File: src/design/hrfb_pkg.sv
// Shared constants, types and a helper function for the hex record to flash block parser.
`default_nettype none

package hrfb_pkg;

  // Bytes in one flash block.
  localparam int unsigned BLOCK_BYTES = 256;
  // Fill counter width: it must be able to reach BLOCK_BYTES itself.
  localparam int unsigned FILL_W = $clog2(BLOCK_BYTES + 1);

  localparam logic [7:0] CHAR_COLON = 8'h3a;

  // Result kinds.
  typedef enum logic [1:0] {
    KIND_DATA  = 2'd0,
    KIND_CLOSE = 2'd1,
    KIND_ERROR = 2'd2
  } kind_e;

  // Decoded hex digit.
  typedef struct packed {
    logic       ok;
    logic [3:0] nib;
  } hex_digit_t;

  // Accepts 0-9, a-f and A-F; anything else is flagged not ok.
  function automatic hex_digit_t hex_decode(input logic [7:0] c);
    hex_digit_t r;
    logic [7:0] diff;
    r.ok  = 1'b0;
    r.nib = 4'd0;
    diff  = 8'd0;
    if (c >= 8'h30 && c <= 8'h39) begin
      diff  = c - 8'h30;
      r.ok  = 1'b1;
      r.nib = diff[3:0];
    end else if (c >= 8'h61 && c <= 8'h66) begin
      diff  = c - 8'h57;
      r.ok  = 1'b1;
      r.nib = diff[3:0];
    end else if (c >= 8'h41 && c <= 8'h46) begin
      diff  = c - 8'h37;
      r.ok  = 1'b1;
      r.nib = diff[3:0];
    end
    return r;
  endfunction

endpackage

`default_nettype wire

File: src/design/hex_record_to_flash_block.sv
// Intel HEX character parser that numbers data bytes within flash blocks.
//
// Usage: one ASCII character of a hex file is offered per transfer on the
// input channel (text_char_i, end_of_stream_i with in_valid_i/in_ready_o).
// Each character produces at most one result on the output channel
// (out_valid_o/out_ready_i): a data byte with its index in the current
// block, a block close at end of stream, or a format error.
// Latency: the result of a character is presented the cycle after its
// transfer, from a single output register.
// Throughput: one character per cycle while the output is not stalled. The
// parser state updates with each character taken, so the rate is set only by the output register:
// in_ready_o is high while that register is empty or being drained.
// When the receiver stalls with a result pending, in_ready_o drops and
// no character is taken until the result is transferred.
// Reset: the parser waits for a colon with an empty block, and the
// output channel is empty.
`default_nettype none

module hex_record_to_flash_block (
  input  wire logic        clk_i,
  input  wire logic        rst_ni,
  input  wire logic        in_valid_i,
  output logic             in_ready_o,
  input  wire logic [7:0]  text_char_i,
  input  wire logic        end_of_stream_i,
  output logic             out_valid_o,
  input  wire logic        out_ready_i,
  output logic [1:0]       kind_o,
  output logic [7:0]       data_byte_o,
  output logic [7:0]       byte_index_o,
  output logic [14:0]      block_word_address_o,
  output logic             last_o
);

  typedef enum logic [2:0] {
    PH_WAIT  = 3'd0,
    PH_COUNT = 3'd1,
    PH_ADDR  = 3'd2,
    PH_TYPE  = 3'd3,
    PH_DATA  = 3'd4,
    PH_CHECK = 3'd5
  } phase_e;

  localparam int unsigned FW = hrfb_pkg::FILL_W;

  phase_e                phase_q, phase_d;
  logic [1:0]            digit_q, digit_d;
  logic [15:0]           field_q, field_d;
  logic [7:0]            rec_len_q, rec_len_d;
  logic [7:0]            count_q, count_d;
  logic [FW-1:0]         fill_q, fill_d;
  logic [14:0]           start_q, start_d;
  logic                  drop_q, drop_d;

  logic                  out_valid_q, out_valid_d;
  logic [1:0]            kind_q;
  logic [7:0]            data_q;
  logic [7:0]            index_q;
  logic [14:0]           addr_q;
  logic                  last_q;

  // Result of the character being handled.
  logic                  res_valid;
  hrfb_pkg::kind_e       res_kind;
  logic [7:0]            res_data;
  logic [7:0]            res_index;
  logic                  res_last;

  logic                  in_xfer;
  hrfb_pkg::hex_digit_t  dig;

  assign in_ready_o = ~out_valid_q | out_ready_i;
  assign in_xfer    = in_valid_i & in_ready_o;
  assign dig        = hrfb_pkg::hex_decode(text_char_i);

  // Parser next state and result for one character.
  always_comb begin
    logic [15:0]   field_new;
    logic          field_done;
    logic [7:0]    count_inc;
    logic [FW-1:0] fill_inc;
    logic [FW-1:0] fill_dec;

    phase_d    = phase_q;
    digit_d    = digit_q;
    field_d    = field_q;
    rec_len_d  = rec_len_q;
    count_d    = count_q;
    fill_d     = fill_q;
    start_d    = start_q;
    drop_d     = drop_q;
    res_valid  = 1'b0;
    res_kind   = hrfb_pkg::KIND_DATA;
    res_data   = 8'd0;
    res_index  = 8'd0;
    res_last   = 1'b0;
    field_new  = {field_q[11:0], dig.nib};
    field_done = (phase_q == PH_ADDR) ? (digit_q == 2'd3) : (digit_q != 2'd0);
    count_inc  = count_q + 8'd1;
    fill_inc   = fill_q + FW'(1);
    fill_dec   = '0;

    if (phase_q == PH_WAIT) begin
      if (text_char_i == hrfb_pkg::CHAR_COLON) begin
        phase_d = PH_COUNT;
        digit_d = 2'd0;
        field_d = 16'd0;
        count_d = 8'd0;
        drop_d  = 1'b0;
      end
    end else if (!dig.ok) begin
      // Bad digit: report, abandon the block and resynchronize.
      res_valid = 1'b1;
      res_kind  = hrfb_pkg::KIND_ERROR;
      fill_d    = '0;
      drop_d    = 1'b0;
      phase_d   = PH_WAIT;
      digit_d   = 2'd0;
      field_d   = 16'd0;
      if (text_char_i == hrfb_pkg::CHAR_COLON) begin
        phase_d = PH_COUNT;
        count_d = 8'd0;
      end
    end else if (!field_done) begin
      digit_d = digit_q + 2'd1;
      field_d = field_new;
    end else begin
      digit_d = 2'd0;
      field_d = 16'd0;
      case (phase_q)
        PH_COUNT: begin
          rec_len_d = field_new[7:0];
          phase_d   = PH_ADDR;
        end
        PH_ADDR: begin
          if (fill_q == '0) begin
            start_d = field_new[15:1];
          end
          phase_d = PH_TYPE;
        end
        PH_TYPE: begin
          count_d = 8'd0;
          phase_d = (rec_len_q != 8'd0) ? PH_DATA : PH_CHECK;
        end
        PH_DATA: begin
          if (!drop_q) begin
            res_valid = 1'b1;
            res_kind  = hrfb_pkg::KIND_DATA;
            res_data  = field_new[7:0];
            res_index = 8'(fill_q);
            fill_d    = fill_inc;
            if (fill_inc == FW'(hrfb_pkg::BLOCK_BYTES)) begin
              res_last = 1'b1;
              fill_d   = '0;
              drop_d   = 1'b1;
            end
          end
          count_d = count_inc;
          if (count_inc == rec_len_q) begin
            phase_d = PH_CHECK;
          end
        end
        default: begin
          phase_d = PH_WAIT;
        end
      endcase
    end

    // End of stream closes the block and returns to waiting for a colon.
    if (end_of_stream_i) begin
      fill_dec = fill_d - FW'(1);
      if (res_valid && res_kind == hrfb_pkg::KIND_DATA) begin
        res_last = 1'b1;
      end else if (!res_valid && fill_d != '0) begin
        res_valid = 1'b1;
        res_kind  = hrfb_pkg::KIND_CLOSE;
        res_index = 8'(fill_dec);
        res_last  = 1'b1;
      end
      phase_d = PH_WAIT;
      digit_d = 2'd0;
      field_d = 16'd0;
      count_d = 8'd0;
      fill_d  = '0;
      drop_d  = 1'b0;
    end
  end

  // Output register occupancy.
  always_comb begin
    out_valid_d = out_valid_q;
    if (in_xfer) begin
      out_valid_d = res_valid;
    end else if (out_ready_i) begin
      out_valid_d = 1'b0;
    end
  end

  // Parser state and the registered result.
  always_ff @(posedge clk_i or negedge rst_ni) begin
    if (!rst_ni) begin
      phase_q     <= PH_WAIT;
      digit_q     <= 2'd0;
      field_q     <= 16'd0;
      rec_len_q   <= 8'd0;
      count_q     <= 8'd0;
      fill_q      <= '0;
      start_q     <= 15'd0;
      drop_q      <= 1'b0;
      out_valid_q <= 1'b0;
      kind_q      <= hrfb_pkg::KIND_DATA;
      data_q      <= 8'd0;
      index_q     <= 8'd0;
      addr_q      <= 15'd0;
      last_q      <= 1'b0;
    end else begin
      out_valid_q <= out_valid_d;
      if (in_xfer) begin
        phase_q   <= phase_d;
        digit_q   <= digit_d;
        field_q   <= field_d;
        rec_len_q <= rec_len_d;
        count_q   <= count_d;
        fill_q    <= fill_d;
        start_q   <= start_d;
        drop_q    <= drop_d;
      end
      // The payload is loaded with each transfer that makes a result.
      if (in_xfer && res_valid) begin
        kind_q  <= res_kind;
        data_q  <= res_data;
        index_q <= res_index;
        addr_q  <= start_d;
        last_q  <= res_last;
      end
    end
  end

  assign out_valid_o          = out_valid_q;
  assign kind_o               = kind_q;
  assign data_byte_o          = data_q;
  assign byte_index_o         = index_q;
  assign block_word_address_o = addr_q;
  assign last_o               = last_q;

  // An error never completes a block.
  assert property (@(posedge clk_i) disable iff (!rst_ni)
    (out_valid_o && kind_o == hrfb_pkg::KIND_ERROR) |-> !last_o)
    else $error("error result marked as last");

  // A block close always completes the block.
  assert property (@(posedge clk_i) disable iff (!rst_ni)
    (out_valid_o && kind_o == hrfb_pkg::KIND_CLOSE) |-> last_o)
    else $error("block close without last");

  // End of stream leaves the parser idle with an empty block.
  assert property (@(posedge clk_i) disable iff (!rst_ni)
    (in_xfer && end_of_stream_i) |=> (phase_q == PH_WAIT && fill_q == '0 && !drop_q))
    else $error("parser not cleared after end of stream");

  // While waiting for a colon no digits are pending.
  assert property (@(posedge clk_i) disable iff (!rst_ni)
    (phase_q == PH_WAIT) |-> (digit_q == 2'd0 && field_q == 16'd0))
    else $error("digits pending while waiting for a colon");

endmodule

`default_nettype wire
File: config.mk
export PLATFORM = sky130hd
export DESIGN_NAME = hex_record_to_flash_block
export DESIGN_NICKNAME = d
export VERILOG_FILES = /design/src/design/hrfb_pkg.sv /design/src/design/hex_record_to_flash_block.sv
export SDC_FILE = /design/constraint.sdc
export NUM_CORES = 1
export LEC_CHECK = 0
export BUFFER_PORTS_ARGS = -buffer_cell sky130_fd_sc_hd__buf_2
export CORE_MARGIN = 3
export CORE_UTILIZATION = 45
export DETAILED_ROUTE_END_ITERATION = 8
export PLACE_DENSITY = 0.63
export SYNTH_ARGS = -nofsm -noshare
export SYNTH_HDL_FRONTEND = slang
export SYNTH_SLANG_ARGS = --single-unit
File: constraint.sdc
create_clock -name clk_i -period 5.13 [get_ports clk_i]
set_input_delay 1.026 -clock clk_i [delete_from_list [all_inputs] [get_ports clk_i]]
set_output_delay 1.026 -clock clk_i [all_outputs]
set_load 0.01 [all_outputs]
# Word-level counts from Yosys, hierarchy flattened
# Index checks and enable logic that the tools add are counted.
# Widths: inputs -> output; s select.
dict set report word_totals {
  reg_bits 93
  inputBits 13
  output_inout_bits 36
  word_cells 148
}
dict set report classes {
  addsub 7
  magnitude_cmp 6
  eq_ne 13
  muxes 85
  bitwise_logic 4
  n_reduce_logical 19
}
# cell n
set ops {}
lappend ops {{$mux 8} 18}
lappend ops {{$mux 15} 5}
lappend ops {{$mux 9} 7}
lappend ops {{$mux 12} 5}
lappend ops {{$mux 1} 29}
lappend ops {{$mux 2} 10}
lappend ops {{$mux 3} 6}
lappend ops {{$ge 8x7->1 const B} 2}
lappend ops {{$le 8x7->1 const B} 2}
lappend ops {{$pmux 8 s2} 1}
lappend ops {{$mux 5} 3}
lappend ops {{$pmux 3 s4} 1}
lappend ops {{$add 9x1->9 const B} 1}
lappend ops {{$eq 9x9->1 const B} 1}
lappend ops {{$logic_not 9->1} 1}
lappend ops {{$reduce_bool 9->1} 1}
lappend ops {{$add 8x1->8 const B} 1}
lappend ops {{$eq 8x6->1 const B} 1}
lappend ops {{$eq 8x8->1} 1}
lappend ops {{$ge 8x6->1 const B} 1}
lappend ops {{$le 8x6->1 const B} 1}
lappend ops {{$ne 4x2->1 const B} 2}
lappend ops {{$reduce_and 4->1} 2}
lappend ops {{$reduce_bool 8->1} 1}
lappend ops {{other kinds (22)} 31}

# Depth between registers and ports, before layout
dict set report logic_depth {
  depth_word 14
  depth_mapped 18
  ltp_nobuf 16
}

# Worst setup path after synthesis
# OpenSTA, ideal clock, no wires.
dict set report synth_timing {
  path_type {input to register}
  startpoint {in text_char_i[0]}
  endpoint {reg addr_q[0], in the netlist block_word_address_o[0]}
  setup_time_ns 0.125
  t_arrival_ns 4.134
  required_time_ns 5.005
  path_slack_ns 0.871
  stages 17
  path_buffers 1
  cell_sequence {inv_1 > ha_1 > inv_1 > o311a_1 > nor2_2 > nor2_1 > nand2_1 > nor2_1 > a22oi_1 > ha_1 > o311a_1 > a32oi_1 > or2_1 > o31ai_4 > a21oi_4 > buf_6 > mux2_4}
}
dict set report synth_via {
  elab_chain_cells 13
  elab_cells_between_ends 35
  classes_between {3 x add/sub; 6 x order compare; 17 x mux; 9 x reduce/logical}
}
# item line_no
set synth_lines {}
lappend synth_lines {{from (decl)} hex_record_to_flash_block.sv:24} ;# input wire logic [7:0] text_char_i,
lappend synth_lines {{$ge 8x7->1 / $le 8x7->1 (equally long branches)} hrfb_pkg.sv:41} ;# end else if (c >= 8'h41 && c <= 8'h46) begin
lappend synth_lines {{$logic_and 1x1->1} hrfb_pkg.sv:41}
lappend synth_lines {{$mux 5} hrfb_pkg.sv:41}
lappend synth_lines {{$mux 5} hrfb_pkg.sv:37} ;# end else if (c >= 8'h61 && c <= 8'h66) begin
lappend synth_lines {{$mux 5 *} hrfb_pkg.sv:33} ;# if (c >= 8'h30 && c <= 8'h39) begin
lappend synth_lines {{$mux 9 / $mux 1 (equally long branches)} hex_record_to_flash_block.sv:111} ;# end else if (!dig.ok) begin
lappend synth_lines {{$mux 9 / $mux 1 (equally long branches)} hex_record_to_flash_block.sv:103} ;# if (phase_q == PH_WAIT) begin
lappend synth_lines {{$reduce_bool 9->1 / $logic_not 1->1 (equally long branches)} hex_record_to_flash_block.sv:174} ;# end else if (!res_valid && fill_d != '0) begin
lappend synth_lines {{$logic_and 1x1->1} hex_record_to_flash_block.sv:174}
lappend synth_lines {{$mux 1} hex_record_to_flash_block.sv:174}
lappend synth_lines {{$mux 1} hex_record_to_flash_block.sv:172} ;# if (res_valid && res_kind == hrfb_pkg::KIND_DATA) begin
lappend synth_lines {{$mux 1} hex_record_to_flash_block.sv:170} ;# if (end_of_stream_i) begin
lappend synth_lines {{$logic_and 1x1->1} hex_record_to_flash_block.sv:229} ;# if (in_xfer && res_valid) begin
lappend synth_lines {{to (signal assigned)} hex_record_to_flash_block.sv:233} ;# addr_q <= start_d;
lappend synth_lines {{to (decl)} hex_record_to_flash_block.sv:59} ;# logic [14:0] addr_q;
# Every way passes the cells marked *; elsewhere a longest branch is shown, timed or not.
# A chain may end at the register's enable or synchronous reset.

# Final worst setup path
dict set report layout_timing {
  startpoint {in text_char_i[0]}
  endpoint {reg addr_q[2], in the netlist block_word_address_o[2]}
}
# Same word-level chain as after synthesis.

==> results by group <==
Hold path
  – Hold WC Path Type: flip-flop to flip-flop

Worst setup path
  – Max incr delay on CP: 0.92 ns
  – Crit path capture type: flip-flop
  – Critical path required time: 5.36 ns
  – Cell-by-cell trace of the critical path: buf_2 -> inv_1 -> ha_1 -> inv_1 -> o311a_1 -> nor2_2 -> nor2_1 -> nand2_1 -> nor2_1 -> a22oi_1 -> ha_1 -> o311a_1 -> a32oi_1 -> or2_1 -> o31ai_4 -> a21oi_4 -> mux2_2
  – WP data arrival: 4.78 ns
  – Reg-to-reg setup timing slack: 0.86 ns
  – Critical Path Source Type: input pin
  – Slowest-stage cell, CP: a21oi_4
  – CP Max Fanout: 32
  – Setup Crit Path Kind: input pin to flip-flop

Clock tree
  – CTS resizes: 0
  – Clk_lat worst skew: 0.34 ns
  – # H-tree levels: 3
  – Clock transition at path regs: 0.06 ns
  – CTS tree: yes
  – Clk buf depth: 2
  – Clock sinks: 93
  – Setup bufs post-CTS: 0
  – CTS buffer count: 9
  – Hold_buf cts: 0
  – Clock root buffer: clkbuf_16

Power and ir drop
  – Cell Pwr Density: 369 mW/mm2
  – Cell-internal power: 0.00150 W
  – Reg power frac: 0.408
  – Clk pwr share: 0.319
  – Logic pwr share: 0.273
  – Leak Pwr: 2.81 nW
  – Peak VDD IR: 0.228 mV
  – P_sw: 0.000730 W
  – Switching share of power: 0.327

Routing
  – DR pass1 iterations: 6
  – DRC viols: 0
  – DR WL/cell: 19.4 um
  – Total wire length: 14.3 mm
  – Vias per inst: 6.05
  – DR vias: 4468
  – Initial DRC Count: 317
  – Routed Antenna Nets: 0

Timing
  – RSZ-0062 raised after global routing: false
  – Final period util: 0.887
  – Final Hold Fails: 0
  – Clk_skew: 0.0109 ns
  – Max Slew Vio Count: 0
  – Slew @ Worst Pin: 1.16 ns
  – Final setup violation count: 0
  – Min cycle time layout: 4.55 ns
  – Total negative slack: 0 ns
  – F_max: 220 MHz
  – Slew HR: 0.226

Placement
  – IO buf count: 48
  – HPWL Detailed: 10.3 mm
  – RePlAce Congestion: 0.956
  – Area post-placement: 0.00573 mm2

Final layout
  – Commonest non-fill, non-tap cell in the layout: dfrtp_1
  – Area Growth Syn to Fin: 13.7%
  – Fin area: 0.00605 mm2
  – Final nets: 615
  – Share of cells above drive strength 1: 0.203
  – Ant. Diodes: 0
  – Most frequent cells in the layout: 93 x dfrtp_1, 49 x nand2_1, 47 x buf_2, 46 x a21oi_1, 35 x o21ai_0
  – Fill cells: 1020

Flow run
  – Max Cap Viol: 0

Die
  – Rows: 39
  – Horiz. Die Dim: 115 um
  – Initial Util: 0.464
  – Core outline area: 0.0115 mm2
  – Die Span Y: 115 um
  – Number of primary I/O pins: 49
  – Die footprint: 0.0132 mm2

GRT
  – Largest net degree at the start of global routing: 57
  – First-pass GRT wire length: 23.5 mm
  – Number of global-route vias before repair: 4385
  – Initial antenna violation count: 0
  – Gr usage total: 0.228
  – Gr ovfl total: 0

Synthesis
  – Avg Inst Size Synth: 9.78 um2
  – FFs w/ async S/R, synth: 1.00
  – Mapped Nets: 568
  – Yosys cell types: 71
  – Synth area leader: dfrtp_1
  – Sequential cell area fraction in the yosys report: 0.438
  – Mapped cell area: 0.00532 mm2
  – Synth top area share: 0.438
  – Cells after Synth: 544
  – Yosys warning count: 0
  – #FFs+latches synth: 93
  – EDFF count, synth: 0
  – Primary FF master, synth: dfrtp_1
  – Synth top area cells: dfrtp_1 44%, mux2_2 4.4%, a21oi_1 4.3%

Outcome
  – Status: finished, final reports clean
-- critical path, delay by kind of cell --
family	cells	cell delay, ns
adder cells (fa/ha/maj)	2	0.47
multiplexers	1	0.42
buffers and inverters	3	0.34
AO/OA/AOI/OAI	6	1.79
AND/OR/NAND/NOR	5	0.74
-- power groups by stage --
| stage | combinational [W] | sequential, W | clock [W] |
|---|---|---|---|
| after floorplan | 0.000348 | 0.000943 | 0 |
| after global placement | 0.000597 | 0.000917 | 0 |
| after detailed placement | 0.000604 | 0.000923 | 0 |
| after CTS | 0.000607 | 0.000911 | 0.000726 |
| after global routing | 0.000674 | 0.000924 | 0.000758 |
| final | 0.000608 | 0.000910 | 0.000712 |
-- Yosys cell counts, types with 5 or more instances --
cell,n
nand2_1,49
and3_1,7
ha_1,11
or3_1,6
a21oi_1,46
mux2_2,21
o22ai_1,11
xor2_1,6
o31ai_1,8
nor4_1,5
buf_2,8
nand3_1,19
nor2b_1,6
nor2_1,34
a31oi_1,7
dfrtp_1,93
a22oi_1,5
mux2i_1,18
a22o_1,12
o21ai_0,35
inv_1,20
xnor2_1,10
nor3_1,12
clkbuf_1,17
mux2_4,9
a2bb2oi_1,6
-- state kept, by name (all words and copies together), names as in the netlist, 2 cells and up --
| register | cells |
|---|---|
| phase_q | 3 |
| kind_o | 2 |
| rec_len_q | 8 |
| data_byte_o | 8 |
| digit_q | 2 |
| fill_q | 9 |
| byte_index_o | 8 |
| start_q | 15 |
| block_word_address_o | 15 |
| field_q | 12 |
| count_q | 8 |
-- cell families after synthesis --
family / share of synthesized area
XOR/XNOR: 0.0263
flip-flops: 0.438
adder cells (fa/ha/maj): 0.0278
buffers and inverters: 0.0379
multiplexers: 0.104
AO/OA/AOI/OAI: 0.209
AND/OR/NAND/NOR: 0.158
-- worst paths after layout --
| check | start | to | depth (start not counted) |
|---|---|---|---|
| max in group asynchronous | rst_ni | byte_index_o[4] | 2 |
| worst min register to register | start_q[2] | start_q[2] | 2 |
| min in group asynchronous | rst_ni | count_q[2] | 1 |
| worst max register to register | digit_q[0] | block_word_address_o[2] | 14 |
| worst min-delay path | start_q[2] | start_q[2] | 2 |
| worst max-delay path | text_char_i[0] | block_word_address_o[2] | 17 |
-- final cells by class --
class                   instances  area, um2  share of cell area
clock buffers                  11        233              0.0385
multi-input cells             404       2800               0.462
flip-flops and latches         93       2330               0.385
well taps                     143        179              0.0296
repair buffers                 63        355              0.0588
inverters                      20       75.1              0.0124
clock inverters                 5       83.8              0.0139
-- stage by stage --
step | cells | worst slack [ns] | util | hold WS [ns] | total power (W)
after global routing | 739 | 0.205 | 0.527 | 0.515 | 0.00236
after CTS | 739 | 0.596 | 0.527 | 0.486 | 0.00224
after floorplan | 544 | 0.871 | - | 0.446 | 0.00129
after global placement | 723 | 0.325 | 0.500 | 0.459 | 0.00151
after detailed placement | 723 | 0.232 | 0.500 | 0.468 | 0.00153
final | 739 | 0.578 | 0.527 | 0.485 | 0.00223
-- routing by layer --
| layer | GRT usage | vias to the layer above | routed length, um | part of all wire |
|---|---|---|---|---|
| met5 | 0 | - | 0 | 0 |
| met4 | 0.0908 | 0 | 444 | 0.031 |
| met3 | 0.0486 | 28 | 698 | 0.049 |
| met2 | 0.359 | 150 | 6770 | 0.47 |
| met1 | 0.309 | 2193 | 6410 | 0.45 |
| li1 | - | 2097 | - | - |
Power figures use the tool's default switching activity.
